### config.mk
export PLATFORM = sky130hd
export DESIGN_NAME = waypoint_table_velocity_guidance_top_flat
export DESIGN_NICKNAME = d
export VERILOG_FILES = /design/src/rtl/core/wtvg_pkg.sv /design/src/rtl/core/wtvg_if.sv /design/src/rtl/core/waypoint_table_velocity_guidance_top.sv /design/src/rtl/core/wtvg_mul.sv /design/src/rtl/core/wtvg_sqrt.sv /design/src/rtl/core/wtvg_div.sv /design/src/flat_wrapper.sv
export SDC_FILE = /design/constraint.sdc
export NUM_CORES = 2
export LEC_CHECK = 0
export BUFFER_PORTS_ARGS = -buffer_cell sky130_fd_sc_hd__buf_2
export CORE_ASPECT_RATIO = 0.5
export CORE_MARGIN = 3
export CORE_UTILIZATION = 63
export DETAILED_ROUTE_END_ITERATION = 6
export GPL_ROUTABILITY_DRIVEN = 0
export PLACE_DENSITY_LB_ADDON = 0.12
export SLEW_MARGIN = 10
export SYNTH_ARGS = -nofsm -noshare
export SYNTH_HDL_FRONTEND = slang
export SYNTH_SLANG_ARGS = --single-unit
### constraint.sdc
create_clock -name clk_i -period 11 [get_ports clk_i]
set_clock_uncertainty 0.2 [all_clocks]
set_input_delay 2.2 -clock clk_i [delete_from_list [all_inputs] [get_ports clk_i]]
set_output_delay 2.2 -clock clk_i [all_outputs]
set_load 0.01 [all_outputs]
### src/rtl/core/wtvg_pkg.sv
package wtvg_pkg;

  localparam int unsigned TableDepth = 16;
  localparam int unsigned IdxW       = $clog2(TableDepth);
  localparam int unsigned PosW       = 24;
  localparam int unsigned MagW       = 24;
  localparam int unsigned ProdW      = 2 * MagW;
  localparam int unsigned SqW        = 50;
  localparam int unsigned RootW      = SqW / 2;
  localparam int unsigned NumW       = 42;
  localparam int unsigned VelW       = 17;
  localparam int unsigned SpdW       = 16;
  localparam int unsigned AddrW      = 4;

  localparam logic [SpdW-1:0] SpeedReset  = 16'd307;
  localparam logic [SpdW-1:0] RadiusReset = 16'd51;
  localparam logic [IdxW-1:0] LastReset   = 4'd12;

  typedef enum logic [1:0] {
    KIND_SAMPLE  = 2'd0,
    KIND_ENTRY   = 2'd1,
    KIND_RESTART = 2'd2,
    KIND_NONE    = 2'd3
  } kind_e;

  typedef enum logic [1:0] {
    REG_SPEED  = 2'd0,
    REG_RADIUS = 2'd1,
    REG_LAST   = 2'd2,
    REG_NONE   = 2'd3
  } reg_e;

  function automatic logic signed [PosW-1:0] path_init(input logic [IdxW-1:0] i);
    logic signed [PosW-1:0] v;
    case (i)
      4'd1, 4'd11: v = 24'sd512;
      4'd2, 4'd10: v = 24'sd1024;
      4'd3, 4'd9:  v = 24'sd1536;
      4'd4, 4'd8:  v = 24'sd2048;
      4'd5, 4'd7:  v = 24'sd2560;
      4'd6:        v = 24'sd3072;
      default:     v = '0;
    endcase
    return v;
  endfunction

  function automatic logic signed [PosW-1:0] sat_add(input logic signed [PosW-1:0] a,
                                                     input logic signed [PosW-1:0] b);
    logic signed [PosW:0] s;
    s = {a[PosW-1], a} + {b[PosW-1], b};
    if (s[PosW] != s[PosW-1]) begin
      return {s[PosW], {(PosW-1){~s[PosW]}}};
    end
    return s[PosW-1:0];
  endfunction

  function automatic logic [MagW-1:0] mag(input logic signed [PosW:0] v);
    logic signed [PosW:0] n;
    n = -v;
    return v[PosW] ? n[MagW-1:0] : v[MagW-1:0];
  endfunction

endpackage

### src/rtl/core/wtvg_if.sv
interface wtvg_in_if;
  logic                                valid;
  logic                                ready;
  logic [1:0]                          kind;
  logic signed [wtvg_pkg::PosW-1:0]    pos_x;
  logic signed [wtvg_pkg::PosW-1:0]    pos_y;
  logic [wtvg_pkg::IdxW-1:0]           entry_index;
  logic signed [wtvg_pkg::PosW-1:0]    entry_dx;
  logic signed [wtvg_pkg::PosW-1:0]    entry_dy;
  modport source (output valid, kind, pos_x, pos_y, entry_index, entry_dx, entry_dy,
                  input ready);
  modport sink (input valid, kind, pos_x, pos_y, entry_index, entry_dx, entry_dy,
                output ready);
endinterface

interface wtvg_out_if;
  logic                                valid;
  logic                                ready;
  logic signed [wtvg_pkg::VelW-1:0]    vel_x;
  logic signed [wtvg_pkg::VelW-1:0]    vel_y;
  logic signed [wtvg_pkg::PosW-1:0]    goal_x;
  logic signed [wtvg_pkg::PosW-1:0]    goal_y;
  logic [wtvg_pkg::IdxW-1:0]           goal_index;
  logic                                advanced;
  logic                                zero_length;
  modport source (output valid, vel_x, vel_y, goal_x, goal_y, goal_index, advanced,
                  zero_length, input ready);
  modport sink (input valid, vel_x, vel_y, goal_x, goal_y, goal_index, advanced,
                zero_length, output ready);
endinterface

### src/rtl/core/waypoint_table_velocity_guidance_top.sv
// Waypoint table velocity guidance.
// Input channel in_i carries one item per handshake: a position sample, a table
// entry write or a path restart. Output channel out_o gives one result per
// position sample: velocity, current goal, goal index and two flags.
// Entry writes and restarts give no result.
// A position sample runs through the bit-serial multiplier (up to seven
// products), the square root (one result bit per cycle) and the divider
// (one quotient bit per cycle, two divisions). The first sample after reset
// or restart skips the arrival check.
// Registers over APB (byte offsets): 0x0 cruise_speed, 0x4 arrive_radius, 0x8 last_entry.
// Reset restores register defaults and the built-in path table and
// forgets the origin. A finished result waits in the output register while
// the receiver stalls; the next item is still taken, and its result holds
// in the core until the output register is free.
module waypoint_table_velocity_guidance_top (
  input  logic                           clk_i,
  input  logic                           rst_ni,
  wtvg_in_if.sink                        in_i,
  wtvg_out_if.source                     out_o,
  input  logic                           psel,
  input  logic                           penable,
  input  logic                           pwrite,
  input  logic [wtvg_pkg::AddrW-1:0]     paddr,
  input  logic [31:0]                    pwdata,
  output logic [31:0]                    prdata,
  output logic                           pready
);
  localparam int unsigned PW = wtvg_pkg::PosW;
  localparam int unsigned IW = wtvg_pkg::IdxW;
  localparam int unsigned MW = wtvg_pkg::MagW;
  localparam int unsigned VW = wtvg_pkg::VelW;
  localparam int unsigned SP = wtvg_pkg::SpdW;
  localparam int unsigned SW = wtvg_pkg::SqW;

  typedef enum logic [3:0] {
    ST_IDLE, ST_ARR_X, ST_ARR_Y, ST_ARR_R, ST_RETGT, ST_SQ_X, ST_SQ_Y, ST_ROOT,
    ST_NUM_X, ST_DIV_X, ST_NUM_Y, ST_DIV_Y, ST_EMIT
  } state_e;

  state_e state_q;
  logic   go_q;

  logic [SP-1:0] speed_q, radius_q;
  logic [IW-1:0] last_q;

  logic                 started_q;
  logic [IW-1:0]        idx_q;
  logic signed [PW-1:0] org_x_q, org_y_q, tgt_x_q, tgt_y_q, px_q, py_q;
  logic signed [PW-1:0] tab_x_q [wtvg_pkg::TableDepth];
  logic signed [PW-1:0] tab_y_q [wtvg_pkg::TableDepth];

  logic [SW-1:0]              acc_q;
  logic [wtvg_pkg::RootW-1:0] len_q;
  logic signed [VW-1:0]       vx_q, vy_q;
  logic                       adv_q, zero_q;

  logic                 ov_q, oadv_q, ozero_q;
  logic signed [VW-1:0] ovx_q, ovy_q;
  logic signed [PW-1:0] ogx_q, ogy_q;
  logic [IW-1:0]        oidx_q;

  logic signed [PW:0]   ex_x, ex_y, dx, dy;
  logic [MW-1:0]        mul_a, mul_b;
  logic [wtvg_pkg::ProdW-1:0] prod;
  logic                 mul_done, sqrt_done, div_done;
  logic [wtvg_pkg::RootW-1:0] root;
  logic [VW-1:0]        quo;
  logic [wtvg_pkg::NumW-1:0]  div_num;
  logic [IW:0]          nxt;
  logic                 near, mul_start;
  logic                 cfg_wr;
  logic [1:0]           cfg_sel;

  assign ex_x = {px_q[PW-1], px_q} - {tgt_x_q[PW-1], tgt_x_q};
  assign ex_y = {py_q[PW-1], py_q} - {tgt_y_q[PW-1], tgt_y_q};
  assign dx   = {tgt_x_q[PW-1], tgt_x_q} - {px_q[PW-1], px_q};
  assign dy   = {tgt_y_q[PW-1], tgt_y_q} - {py_q[PW-1], py_q};

  assign near = (wtvg_pkg::mag(ex_x) < MW'(65536)) && (wtvg_pkg::mag(ex_y) < MW'(65536));
  assign nxt  = {1'b0, idx_q} + {{IW{1'b0}}, 1'b1};
  assign div_num = prod[wtvg_pkg::NumW-1:0]
                 + {{(wtvg_pkg::NumW-wtvg_pkg::RootW+1){1'b0}},
                    len_q[wtvg_pkg::RootW-1:1]};

  always_comb begin
    mul_a = '0;
    mul_b = '0;
    case (state_q)
      ST_ARR_X: begin
        mul_a = wtvg_pkg::mag(ex_x);
        mul_b = mul_a;
      end
      ST_ARR_Y: begin
        mul_a = wtvg_pkg::mag(ex_y);
        mul_b = mul_a;
      end
      ST_ARR_R: begin
        mul_a = {{(MW-SP){1'b0}}, radius_q};
        mul_b = mul_a;
      end
      ST_SQ_X: begin
        mul_a = wtvg_pkg::mag(dx);
        mul_b = mul_a;
      end
      ST_SQ_Y: begin
        mul_a = wtvg_pkg::mag(dy);
        mul_b = mul_a;
      end
      ST_NUM_X: begin
        mul_a = wtvg_pkg::mag(dx);
        mul_b = {{(MW-SP){1'b0}}, speed_q};
      end
      ST_NUM_Y: begin
        mul_a = wtvg_pkg::mag(dy);
        mul_b = {{(MW-SP){1'b0}}, speed_q};
      end
      default: begin
        mul_a = '0;
        mul_b = '0;
      end
    endcase
  end

  assign mul_start = go_q && (state_q == ST_ARR_X || state_q == ST_ARR_Y ||
                              state_q == ST_ARR_R || state_q == ST_SQ_X ||
                              state_q == ST_SQ_Y || state_q == ST_NUM_X ||
                              state_q == ST_NUM_Y);

  wtvg_mul u_mul (
    .clk_i   (clk_i),
    .rst_ni  (rst_ni),
    .start_i (mul_start),
    .a_i     (mul_a),
    .b_i     (mul_b),
    .prod_o  (prod),
    .done_o  (mul_done)
  );

  wtvg_sqrt u_sqrt (
    .clk_i   (clk_i),
    .rst_ni  (rst_ni),
    .start_i (go_q && state_q == ST_ROOT),
    .val_i   (acc_q),
    .root_o  (root),
    .done_o  (sqrt_done)
  );

  wtvg_div u_div (
    .clk_i   (clk_i),
    .rst_ni  (rst_ni),
    .start_i (go_q && (state_q == ST_DIV_X || state_q == ST_DIV_Y)),
    .num_i   (div_num),
    .den_i   (len_q),
    .quo_o   (quo),
    .done_o  (div_done)
  );

  // config port
  assign pready  = 1'b1;
  assign cfg_wr  = psel && penable && pwrite;
  assign cfg_sel = paddr[3:2];

  always_comb begin
    unique case (cfg_sel)
      wtvg_pkg::REG_SPEED:  prdata = {{(32-SP){1'b0}}, speed_q};
      wtvg_pkg::REG_RADIUS: prdata = {{(32-SP){1'b0}}, radius_q};
      wtvg_pkg::REG_LAST:   prdata = {{(32-IW){1'b0}}, last_q};
      default:              prdata = '0;
    endcase
  end

  always_ff @(posedge clk_i or negedge rst_ni) begin
    if (!rst_ni) begin
      speed_q  <= wtvg_pkg::SpeedReset;
      radius_q <= wtvg_pkg::RadiusReset;
      last_q   <= wtvg_pkg::LastReset;
    end else if (cfg_wr) begin
      unique case (cfg_sel)
        wtvg_pkg::REG_SPEED:  speed_q  <= pwdata[SP-1:0];
        wtvg_pkg::REG_RADIUS: radius_q <= pwdata[SP-1:0];
        wtvg_pkg::REG_LAST:   last_q   <= pwdata[IW-1:0];
        default: ;
      endcase
    end
  end

  // path table
  always_ff @(posedge clk_i or negedge rst_ni) begin
    if (!rst_ni) begin
      for (int i = 0; i < wtvg_pkg::TableDepth; i++) begin
        tab_x_q[i] <= wtvg_pkg::path_init(IW'(i));
        tab_y_q[i] <= wtvg_pkg::path_init(IW'(i));
      end
    end else if (in_i.valid && in_i.ready && in_i.kind == wtvg_pkg::KIND_ENTRY) begin
      tab_x_q[in_i.entry_index] <= in_i.entry_dx;
      tab_y_q[in_i.entry_index] <= in_i.entry_dy;
    end
  end

  assign in_i.ready = (state_q == ST_IDLE);

  assign out_o.valid       = ov_q;
  assign out_o.vel_x       = ovx_q;
  assign out_o.vel_y       = ovy_q;
  assign out_o.goal_x      = ogx_q;
  assign out_o.goal_y      = ogy_q;
  assign out_o.goal_index  = oidx_q;
  assign out_o.advanced    = oadv_q;
  assign out_o.zero_length = ozero_q;

  always_ff @(posedge clk_i or negedge rst_ni) begin
    if (!rst_ni) begin
      state_q   <= ST_IDLE;
      go_q      <= 1'b0;
      started_q <= 1'b0;
      idx_q     <= '0;
      org_x_q   <= '0;
      org_y_q   <= '0;
      tgt_x_q   <= '0;
      tgt_y_q   <= '0;
      ov_q      <= 1'b0;
    end else begin
      if (ov_q && out_o.ready && state_q != ST_EMIT) begin
        ov_q <= 1'b0;
      end
      unique case (state_q)
        ST_IDLE: begin
          go_q <= in_i.valid && (in_i.kind == wtvg_pkg::KIND_SAMPLE) && started_q;
          if (in_i.valid) begin
            case (in_i.kind)
              wtvg_pkg::KIND_SAMPLE: begin
                px_q   <= in_i.pos_x;
                py_q   <= in_i.pos_y;
                adv_q  <= 1'b0;
                zero_q <= 1'b0;
                vx_q   <= '0;
                vy_q   <= '0;
                if (!started_q) begin
                  org_x_q   <= in_i.pos_x;
                  org_y_q   <= in_i.pos_y;
                  idx_q     <= IW'(1);
                  started_q <= 1'b1;
                  state_q   <= ST_RETGT;
                end else begin
                  state_q <= ST_ARR_X;
                end
              end
              wtvg_pkg::KIND_RESTART: begin
                started_q <= 1'b0;
                idx_q     <= '0;
              end
              default: ;
            endcase
          end
        end
        ST_ARR_X: begin
          go_q <= mul_done;
          if (mul_done) begin
            acc_q   <= SW'(prod);
            state_q <= ST_ARR_Y;
          end
        end
        ST_ARR_Y: begin
          go_q <= mul_done;
          if (mul_done) begin
            acc_q   <= acc_q + SW'(prod);
            state_q <= ST_ARR_R;
          end
        end
        ST_ARR_R: begin
          go_q <= mul_done && !(near && acc_q < SW'(prod));
          if (mul_done) begin
            if (near && acc_q < SW'(prod)) begin
              idx_q   <= (nxt > {1'b0, last_q}) ? '0 : nxt[IW-1:0];
              adv_q   <= 1'b1;
              state_q <= ST_RETGT;
            end else begin
              state_q <= ST_SQ_X;
            end
          end
        end
        ST_RETGT: begin
          tgt_x_q <= wtvg_pkg::sat_add(org_x_q, tab_x_q[idx_q]);
          tgt_y_q <= wtvg_pkg::sat_add(org_y_q, tab_y_q[idx_q]);
          go_q    <= 1'b1;
          state_q <= ST_SQ_X;
        end
        ST_SQ_X: begin
          go_q <= mul_done;
          if (mul_done) begin
            acc_q   <= SW'(prod);
            state_q <= ST_SQ_Y;
          end
        end
        ST_SQ_Y: begin
          go_q <= mul_done;
          if (mul_done) begin
            acc_q   <= acc_q + SW'(prod);
            state_q <= ST_ROOT;
          end
        end
        ST_ROOT: begin
          go_q <= sqrt_done && (root != '0);
          if (sqrt_done) begin
            len_q <= root;
            if (root == '0) begin
              zero_q  <= 1'b1;
              state_q <= ST_EMIT;
            end else begin
              state_q <= ST_NUM_X;
            end
          end
        end
        ST_NUM_X: begin
          go_q <= mul_done;
          if (mul_done) begin
            state_q <= ST_DIV_X;
          end
        end
        ST_DIV_X: begin
          go_q <= div_done;
          if (div_done) begin
            vx_q    <= dx[PW] ? -$signed(quo) : $signed(quo);
            state_q <= ST_NUM_Y;
          end
        end
        ST_NUM_Y: begin
          go_q <= mul_done;
          if (mul_done) begin
            state_q <= ST_DIV_Y;
          end
        end
        ST_DIV_Y: begin
          go_q <= 1'b0;
          if (div_done) begin
            vy_q    <= dy[PW] ? -$signed(quo) : $signed(quo);
            state_q <= ST_EMIT;
          end
        end
        ST_EMIT: begin
          go_q <= 1'b0;
          if (!ov_q || out_o.ready) begin
            ov_q    <= 1'b1;
            ovx_q   <= vx_q;
            ovy_q   <= vy_q;
            ogx_q   <= tgt_x_q;
            ogy_q   <= tgt_y_q;
            oidx_q  <= idx_q;
            oadv_q  <= adv_q;
            ozero_q <= zero_q;
            state_q <= ST_IDLE;
          end
        end
        default: begin
          go_q    <= 1'b0;
          state_q <= ST_IDLE;
        end
      endcase
    end
  end
endmodule

### src/rtl/core/wtvg_mul.sv
module wtvg_mul (
  input  logic                         clk_i,
  input  logic                         rst_ni,
  input  logic                         start_i,
  input  logic [wtvg_pkg::MagW-1:0]    a_i,
  input  logic [wtvg_pkg::MagW-1:0]    b_i,
  output logic [wtvg_pkg::ProdW-1:0]   prod_o,
  output logic                         done_o
);
  localparam int unsigned W = wtvg_pkg::MagW;
  localparam int unsigned PW = wtvg_pkg::ProdW;

  logic [W-1:0]  a_q;
  logic [PW-1:0] p_q;
  logic [4:0]    cnt_q;
  logic          busy_q;
  logic [W:0]    sum;

  assign sum    = {1'b0, p_q[PW-1:W]} + (p_q[0] ? {1'b0, a_q} : '0);
  assign prod_o = p_q;
  assign done_o = busy_q && (cnt_q == '0);

  always_ff @(posedge clk_i or negedge rst_ni) begin
    if (!rst_ni) begin
      busy_q <= 1'b0;
      cnt_q  <= '0;
    end else if (start_i) begin
      busy_q <= 1'b1;
      cnt_q  <= 5'(W);
    end else if (busy_q) begin
      if (cnt_q != '0) begin
        cnt_q <= cnt_q - 5'd1;
      end else begin
        busy_q <= 1'b0;
      end
    end
  end

  always_ff @(posedge clk_i) begin
    if (start_i) begin
      a_q <= a_i;
      p_q <= {{W{1'b0}}, b_i};
    end else if (busy_q && cnt_q != '0) begin
      p_q <= {sum, p_q[W-1:1]};
    end
  end
endmodule

### src/rtl/core/wtvg_sqrt.sv
module wtvg_sqrt (
  input  logic                         clk_i,
  input  logic                         rst_ni,
  input  logic                         start_i,
  input  logic [wtvg_pkg::SqW-1:0]     val_i,
  output logic [wtvg_pkg::RootW-1:0]   root_o,
  output logic                         done_o
);
  localparam int unsigned SW = wtvg_pkg::SqW;
  localparam int unsigned RW = wtvg_pkg::RootW;

  logic [SW-1:0] v_q;
  logic [RW+1:0] rem_q;
  logic [RW-1:0] root_q;
  logic [4:0]    cnt_q;
  logic          busy_q;
  logic [RW+3:0] t, trial, diff;
  logic          ge;

  assign t      = {rem_q, v_q[SW-1:SW-2]};
  assign trial  = {2'b00, root_q, 2'b01};
  assign ge     = t >= trial;
  assign diff   = t - trial;
  assign root_o = root_q;
  assign done_o = busy_q && (cnt_q == '0);

  always_ff @(posedge clk_i or negedge rst_ni) begin
    if (!rst_ni) begin
      busy_q <= 1'b0;
      cnt_q  <= '0;
    end else if (start_i) begin
      busy_q <= 1'b1;
      cnt_q  <= 5'(RW);
    end else if (busy_q) begin
      if (cnt_q != '0) begin
        cnt_q <= cnt_q - 5'd1;
      end else begin
        busy_q <= 1'b0;
      end
    end
  end

  always_ff @(posedge clk_i) begin
    if (start_i) begin
      v_q    <= val_i;
      rem_q  <= '0;
      root_q <= '0;
    end else if (busy_q && cnt_q != '0) begin
      v_q    <= {v_q[SW-3:0], 2'b00};
      rem_q  <= ge ? diff[RW+1:0] : t[RW+1:0];
      root_q <= {root_q[RW-2:0], ge};
    end
  end
endmodule

### src/rtl/core/wtvg_div.sv
module wtvg_div (
  input  logic                         clk_i,
  input  logic                         rst_ni,
  input  logic                         start_i,
  input  logic [wtvg_pkg::NumW-1:0]    num_i,
  input  logic [wtvg_pkg::RootW-1:0]   den_i,
  output logic [wtvg_pkg::VelW-1:0]    quo_o,
  output logic                         done_o
);
  localparam int unsigned NW = wtvg_pkg::NumW;
  localparam int unsigned DW = wtvg_pkg::RootW;

  logic [NW-1:0] n_q;
  logic [DW-1:0] rem_q;
  logic [DW-1:0] d_q;
  logic [5:0]    cnt_q;
  logic          busy_q;
  logic [DW:0]   t, diff;
  logic          ge;

  assign t      = {rem_q, n_q[NW-1]};
  assign ge     = t >= {1'b0, d_q};
  assign diff   = t - {1'b0, d_q};
  assign quo_o  = n_q[wtvg_pkg::VelW-1:0];
  assign done_o = busy_q && (cnt_q == '0);

  always_ff @(posedge clk_i or negedge rst_ni) begin
    if (!rst_ni) begin
      busy_q <= 1'b0;
      cnt_q  <= '0;
    end else if (start_i) begin
      busy_q <= 1'b1;
      cnt_q  <= 6'(NW);
    end else if (busy_q) begin
      if (cnt_q != '0) begin
        cnt_q <= cnt_q - 6'd1;
      end else begin
        busy_q <= 1'b0;
      end
    end
  end

  always_ff @(posedge clk_i) begin
    if (start_i) begin
      n_q   <= num_i;
      d_q   <= den_i;
      rem_q <= '0;
    end else if (busy_q && cnt_q != '0) begin
      rem_q <= ge ? diff[DW-1:0] : t[DW-1:0];
      n_q   <= {n_q[NW-2:0], ge};
    end
  end
endmodule
### src/flat_wrapper.sv
// flat-port wrapper written by rule: the top's interface ports become plain ports
module waypoint_table_velocity_guidance_top_flat 
  (clk_i, rst_ni, psel, penable, pwrite, paddr, pwdata, prdata, pready, in_i_valid, in_i_kind, in_i_pos_x, in_i_pos_y, in_i_entry_index, in_i_entry_dx, in_i_entry_dy, in_i_ready, out_o_valid, out_o_vel_x, out_o_vel_y, out_o_goal_x, out_o_goal_y, out_o_goal_index, out_o_advanced, out_o_zero_length, out_o_ready);
  wtvg_in_if in_i_i ();
  wtvg_out_if out_o_i ();
  input  logic clk_i;
  input  logic rst_ni;
  input  logic psel;
  input  logic penable;
  input  logic pwrite;
  input  logic [wtvg_pkg::AddrW-1:0] paddr;
  input  logic [31:0] pwdata;
  output logic [31:0] prdata;
  output logic pready;
  input wire logic [$bits(in_i_i.valid)-1:0] in_i_valid;
  input wire logic [$bits(in_i_i.kind)-1:0] in_i_kind;
  input wire logic [$bits(in_i_i.pos_x)-1:0] in_i_pos_x;
  input wire logic [$bits(in_i_i.pos_y)-1:0] in_i_pos_y;
  input wire logic [$bits(in_i_i.entry_index)-1:0] in_i_entry_index;
  input wire logic [$bits(in_i_i.entry_dx)-1:0] in_i_entry_dx;
  input wire logic [$bits(in_i_i.entry_dy)-1:0] in_i_entry_dy;
  output wire logic [$bits(in_i_i.ready)-1:0] in_i_ready;
  output wire logic [$bits(out_o_i.valid)-1:0] out_o_valid;
  output wire logic [$bits(out_o_i.vel_x)-1:0] out_o_vel_x;
  output wire logic [$bits(out_o_i.vel_y)-1:0] out_o_vel_y;
  output wire logic [$bits(out_o_i.goal_x)-1:0] out_o_goal_x;
  output wire logic [$bits(out_o_i.goal_y)-1:0] out_o_goal_y;
  output wire logic [$bits(out_o_i.goal_index)-1:0] out_o_goal_index;
  output wire logic [$bits(out_o_i.advanced)-1:0] out_o_advanced;
  output wire logic [$bits(out_o_i.zero_length)-1:0] out_o_zero_length;
  input wire logic [$bits(out_o_i.ready)-1:0] out_o_ready;
  assign in_i_i.valid = in_i_valid;
  assign in_i_i.kind = in_i_kind;
  assign in_i_i.pos_x = in_i_pos_x;
  assign in_i_i.pos_y = in_i_pos_y;
  assign in_i_i.entry_index = in_i_entry_index;
  assign in_i_i.entry_dx = in_i_entry_dx;
  assign in_i_i.entry_dy = in_i_entry_dy;
  assign in_i_ready = in_i_i.ready;
  assign out_o_valid = out_o_i.valid;
  assign out_o_vel_x = out_o_i.vel_x;
  assign out_o_vel_y = out_o_i.vel_y;
  assign out_o_goal_x = out_o_i.goal_x;
  assign out_o_goal_y = out_o_i.goal_y;
  assign out_o_goal_index = out_o_i.goal_index;
  assign out_o_advanced = out_o_i.advanced;
  assign out_o_zero_length = out_o_i.zero_length;
  assign out_o_i.ready = out_o_ready;
  waypoint_table_velocity_guidance_top u_core (.clk_i(clk_i), .rst_ni(rst_ni), .in_i(in_i_i), .out_o(out_o_i), .psel(psel), .penable(penable), .pwrite(pwrite), .paddr(paddr), .pwdata(pwdata), .prdata(prdata), .pready(pready));
endmodule
-- Yosys cells after proc, flatten, opt, wreduce, memory -nomap -nowiden
Cells that the tools add are included.
W data, S select, Z words.
- register bits: 1443
- input port bits: 145
- output and inout port bits: 123
- word-level logic and storage cells: 328
- add/subtract/negate cells: 20
- magnitude comparators: 9
- equal/unequal tests: 38
- muxes and demuxes: 100
- bitwise logic cells: 5
- reduce and logical (&&, ||, !) cells: 82
- operator list (operator ; number):
    $bwmux W384 ; 2
    $mux W24 ; 16
    $mux W50 ; 4
    $bmux W24 S4 ; 2
    $pmux W24 S6 ; 1
    $pmux W24 S5 ; 1
    $mux W17 ; 6
    $pmux W50 S2 ; 1
    $sub A24 B24 Y25 ; 4
    $demux W24 S4 ; 1
    $neg A24 Y24 ; 4
    $mux W42 ; 2
    $add A24 B24 Y25 ; 3
    $mux W4 ; 18
    $pmux W17 S2 ; 2
    $pmux W4 S13 ; 1
    $add A50 B48 Y50 ; 1
    $lt A50 B48 Y1 ; 1
    $lt A24 B17 Y1 const B ; 2
    $pmux W16 S3 ; 1
    $add A42 B24 Y42 ; 1
    $mux W5 ; 6
    $reduce_bool A2 Y1 ; 15
    $ge A29 B27 Y1 ; 1
    50 further kinds ; 158

-- Logic depth before layout (Yosys ltp)
- word-level depth: 10
- mapped depth: 23
- depth with buffers taken out: 19

-- Modules after synthesis
Synthesis repeated with hierarchy kept, for this count alone.
- cells, all modules: 7314
- area total of the unflattened synthesis: 81719.6 sq um
- modules (own cells, without submodules) (module ; times used ; cells each ; area each (sq um) ; seq. area each (sq um)):
    waypoint_table_velocity_guidance_top ; 1 ; 5765 ; 65559.1 ; 30267.8
    wtvg_div ; 1 ; 566 ; 5999.5 ; 2687.6
    wtvg_sqrt ; 1 ; 605 ; 5987.0 ; 2692.6
    wtvg_mul ; 1 ; 378 ; 4174.0 ; 2072.0

-- Least setup slack after synthesis
Ideal clock, no wire load.
- path kind: input-to-reg
- start: input port rst_ni
- end: register u_core.acc_q[0] (enable)
- arrival time: 10.079 ns
- required time: 10.074 ns
- path slack: -0.005 ns
- cell stages on the path: 2
- path buffers: 0
- cells stage by stage: inv_1 -> a2111oi_0
- cells in the longest elaborated chain, start to end: 1
- ends and longest elaborated chain (what ; RTL line ; source):
    from (decl) ; flat_wrapper.sv:7 ; input logic rst_ni;
    $reduce_and A4 Y1 (no source line) ; n/a ;
    to (signal assigned) ; waypoint_table_velocity_guidance_top.sv:259 ; acc_q <= SW'(prod);
    to (signal assigned) ; waypoint_table_velocity_guidance_top.sv:266 ; acc_q <= acc_q + SW'(prod);
    to (signal assigned) ; waypoint_table_velocity_guidance_top.sv:291 ; acc_q <= SW'(prod);
    to (decl) ; waypoint_table_velocity_guidance_top.sv:52 ; logic [SW-1:0] acc_q;
Every way passes these cells.
A chain may end at the register's enable or synchronous reset.

-- Worst setup path in the final report
- start: register u_core.idx_q[0]
- end: register u_core.tgt_x_q[0]
- cells in the longest elaborated chain, start to end: 9
- ends and longest elaborated chain (what ; RTL line ; source):
    from (decl) ; waypoint_table_velocity_guidance_top.sv:47 ; logic [IW-1:0] idx_q;
    from (signal assigned) ; waypoint_table_velocity_guidance_top.sv:274 ; idx_q <= (nxt > {1'b0, last_q}) ? '0 : nxt[IW-1:0];
    $not A4 Y5 (not written as such) * ; waypoint_table_velocity_guidance_top.sv:283 ; tgt_x_q <= wtvg_pkg::sat_add(org_x_q, tab_x_q[idx_q]);
    $bmux W24 S4 * ; waypoint_table_velocity_guidance_top.sv:283 ;
    $mux W24 (not written as such) * (2 in a row) ; waypoint_table_velocity_guidance_top.sv:283 ;
    $add A24 B24 Y25 * ; wtvg_pkg.sv:50 ; s = {a[PosW-1], a} + {b[PosW-1], b};
    $ne A1 B1 Y1 ; wtvg_pkg.sv:51 ; if (s[PosW] != s[PosW-1]) begin
    $mux W1 ; wtvg_pkg.sv:51 ;
    $mux W1 ; waypoint_table_velocity_guidance_top.sv:226 ; unique case (state_q)
    $mux W24 * ; wtvg_pkg.sv:54 ; return s[PosW-1:0];
    to (signal assigned) ; waypoint_table_velocity_guidance_top.sv:283 ;
    to (decl) ; waypoint_table_velocity_guidance_top.sv:48 ; logic signed [PW-1:0] org_x_q, org_y_q, tgt_x_q, tgt_y_q, px_q, py_q;
Every way passes the cells marked *; elsewhere a longest branch is shown, timed or not. The select of a mux whose other input is x is not followed.

==> impl_results.md <==
* Sink Count at 1,443
* Failing checks: design-rule violations
* DRT Pass-1 Iters at 7
* Util after Layout at 69.4%
* Layout area overhead at 8.71%
* Final Setup Violations at 0
* Lkg Pwr at 38.0 nW
* Period Utilization, post-route at 64.4%
* Critical Path, Cell by Cell: buf_4 -> mux4_2 -> mux4_2 -> ha_1 -> a21o_1 -> a21oi_1 -> nand2b_1 -> a21boi_0 -> o21ai_0 -> o21a_1 -> a21oi_1 -> a41o_1 -> a211o_1 -> a31o_2 -> a21oi_1 -> xor2_2 -> maj3_1 -> o21ai_0
* Crit path buf inv count at 1
* Slew Limit Fails at 0
* Fmax achieved at 0.141 GHz
* VDD IR max at 0.000144 V
* Final wirelength at 205,000 µm
* Delay-heaviest family, CP: compound AO/OA/AOI/OAI gates
* M2 GR Usage at 50.7%
* Port bufs at 232
* Area of the multi-input gates at 38,700 µm²
* First-pass GRT wire length at 317,000 µm
* Sum of negative setup slack at 0 ps
* Top post-synthesis cells by count: 887 x dfrtp_1, 850 x mux2_2, 604 x nand2_1, 435 x a21oi_1, 412 x edfxtp_1
* Synth unique cells at 98
* Worst-Margin Slew at 1220 ps
* CP Launch Type: flip-flop
* Post-Synthesis Cells at 6,862
* Sequential cell area fraction in the yosys report at 47.7%
* Ports at 268
* Largest net degree at the start of global routing at 201
* Final instance area at 86,000 µm²
* Tmin final at 7090 ps
* Core Region at 124,000 µm²
* Vias in the first global route at 55,417
* Fill cells at 8,851
* Final Hold Fails at 0
* Die area at 130,000 µm²
* Hold/Removal Path Class: reg -> reg
* Hold path endpoint: u_core.out_o.vel_x[5]$_DFFE_PP_
* Die width at 507 µm
* Clk pin slew, worst setup/hold paths at 70 ps
* Num rows at 91
* Worst path depth at 18
* Crit Path Max Fanout at 48
* GRT Residual Overflow at 0
* WL per Instance at 23.6 µm
* RSZ-0062 raised after global routing: no
* Synth area leader: dfrtp_1
* WHS at 222 ps
* Initial antenna violation count at 22
* Reg2reg setup slack at 3910 ps
* Async set or reset register ratio after synthesis at 64.4%
* R2R Path Start: u_core.idx_q[0]$_DFFE_PN0P_
* Most common cell in the netlist: dfrtp_1
* Total track usage at 31.2%
* Post-synth EDFFs at 412
* Max H-tree Level at 3
* Synth Cell Area at 79,100 µm²
* Initial Util at 63.8%
* Via count at 55,182
* Maxcap violations at 0
* Placed Area at 81,600 µm²
* Post CTS Setup Buffer Count at 0
* Ys Warns at 0
* Clock buffer depth at 3
* HP Start: u_core.vx_q[5]$_SDFFCE_PN0P_
* Mean cell area of the mapped netlist at 11.5 µm²
* PnR worst setup slack at 3910 ps
* Final layout net count at 7,416
* Die H at 257 µm
* Met3 GRT Util at 4.92%
* Final Total Pwr at 10.6 mW
* Met1 usage at 41.8%
* Highest-delay cell along the critical path: xor2_2
* Status: complete, but fails checks
* Storage cell area at 37,700 µm²
* Crit Path Class: reg -> reg
* Cts hold-fix bufs at 0
* Main area contributors after synthesis: dfrtp_1 28%, edfxtp_1 16%, mux2_2 12%, mux4_2 6.8%, ha_1 5.6%
* Routed Antenna Nets at 0
* Cells on Worst Hold Path at 0
* Area share of the largest cell type after synthesis at 28.1%
* Worst-Skew Late Latency at 800 ps
* Vias per inst at 6.34
* Initial DRC count at 5,432
* Dpl cells at 8,458
* Post-Layout Cell Count at 8,702
* FF+latch count, synth at 1,443
* Max stage delay on crit path at 860 ps
* Root Driver: clkbuf_16
* Max_slew headroom at 18.4%
* R2R cell count at 18
* Hpwl dp at 139,000 µm
* GRT busiest layer: met2
* WP data required at 11,410 ps
* Pre-CTS setup slack at 3920 ps
* Worst EP arrival at 7500 ps
* Post-CTS sizing at 0
* CTS tree: yes
* Top FF cell, synth: dfrtp_1
* FF-to-FF End: u_core.tgt_x_q[0]$_DFFE_PN0P_
* Share of layout cells above drive strength 1 at 24.6%
* Crit. End Element: flip-flop
* Power Density at 123 nW/µm²
* Most frequent CP cell: a21oi_1
* # DRC at 17
* CTS Buf Count at 121
==> cells in the final DEF, fill, tap and decap left out, types with 94 or more instances in the layout <==
master,n
clkbuf_16,124
o21ai_0,352
dfxtp_1,101
xor2_1,119
ha_1,353
a21oi_1,432
nor2_1,329
inv_1,342
mux2_2,850
a21o_1,94
buf_2,231
edfxtp_1,412
mux4_2,240
dfrtp_1,883
nand2_1,591
xnor2_1,222
==> report_power, final <==
| group | switching, mW | internal [mW] | total, mW |
|---|---|---|---|
| combinational | 0.238 | 0.136 | 0.374 |
| clock | 2.09 | 2.53 | 4.62 |
| sequential | 0.0696 | 5.55 | 5.62 |
| total | 2.40 | 8.21 | 10.6 |
==> area by class of cell <==
class | count | share of cell area [%]
Clock buffer | 167 | 3.98
Clock inverter | 62 | 0.981
Antenna cell | 14 | 0.0408
Inverter | 347 | 1.52
Multi-Input combinational cell | 4689 | 45.1
Timing Repair Buffer | 306 | 2.08
Sequential cell | 1443 | 43.9
Tap cell | 1674 | 2.44
==> routing by layer <==
| metal | wire length [µm] | share of wire [%] |
|---|---|---|
| met3 | 12500 | 6.1 |
| met2 | 98100 | 48 |
| met1 | 85600 | 42 |
| met5 | 34 | 0.017 |
| met4 | 9240 | 4.5 |
==> flip-flops by register name, indices dropped and copies added (netlist names), 27 cells and up <==
| name | count |
|---|---|
| u_core.u_mul.prod_o | 48 |
| u_core.u_sqrt.v_q | 50 |
| u_core.u_sqrt.rem_q | 27 |
| u_core.tab_x_q | 384 |
| u_core.acc_q | 50 |
| u_core.tab_y_q | 384 |
| u_core.u_div.n_q | 42 |
==> how the worst max path moves through the flow <==
stage | slack (ps) | to | from
floorplan | 2460 | u_core.acc_q[0]$_DFFE_PP_ | rst_ni
global placement | 3960 | u_core.tgt_y_q[22]$_DFFE_PN0P_ | u_core.idx_q[0]$_DFFE_PN0P_
detailed placement | 3920 | u_core.tgt_x_q[0]$_DFFE_PN0P_ | u_core.idx_q[0]$_DFFE_PN0P_
CTS | 3880 | u_core.tgt_x_q[0]$_DFFE_PN0P_ | u_core.idx_q[0]$_DFFE_PN0P_
global route | 3390 | u_core.tgt_y_q[17]$_DFFE_PN0P_ | u_core.idx_q[0]$_DFFE_PN0P_
finish | 3910 | u_core.tgt_x_q[0]$_DFFE_PN0P_ | u_core.idx_q[0]$_DFFE_PN0P_
==> logic make-up after synthesis <==
logic type | share of synthesized area, %
XOR/XNOR | 3.80
other | 0.00950
AO/OA/AOI/OAI | 10.6
flip-flops | 47.7
adder cells (fa/ha/maj) | 6.38
buffers and inverters | 3.64
multiplexers | 19.4
AND/OR/NAND/NOR | 8.52
Power figures use the tool's default switching activity.
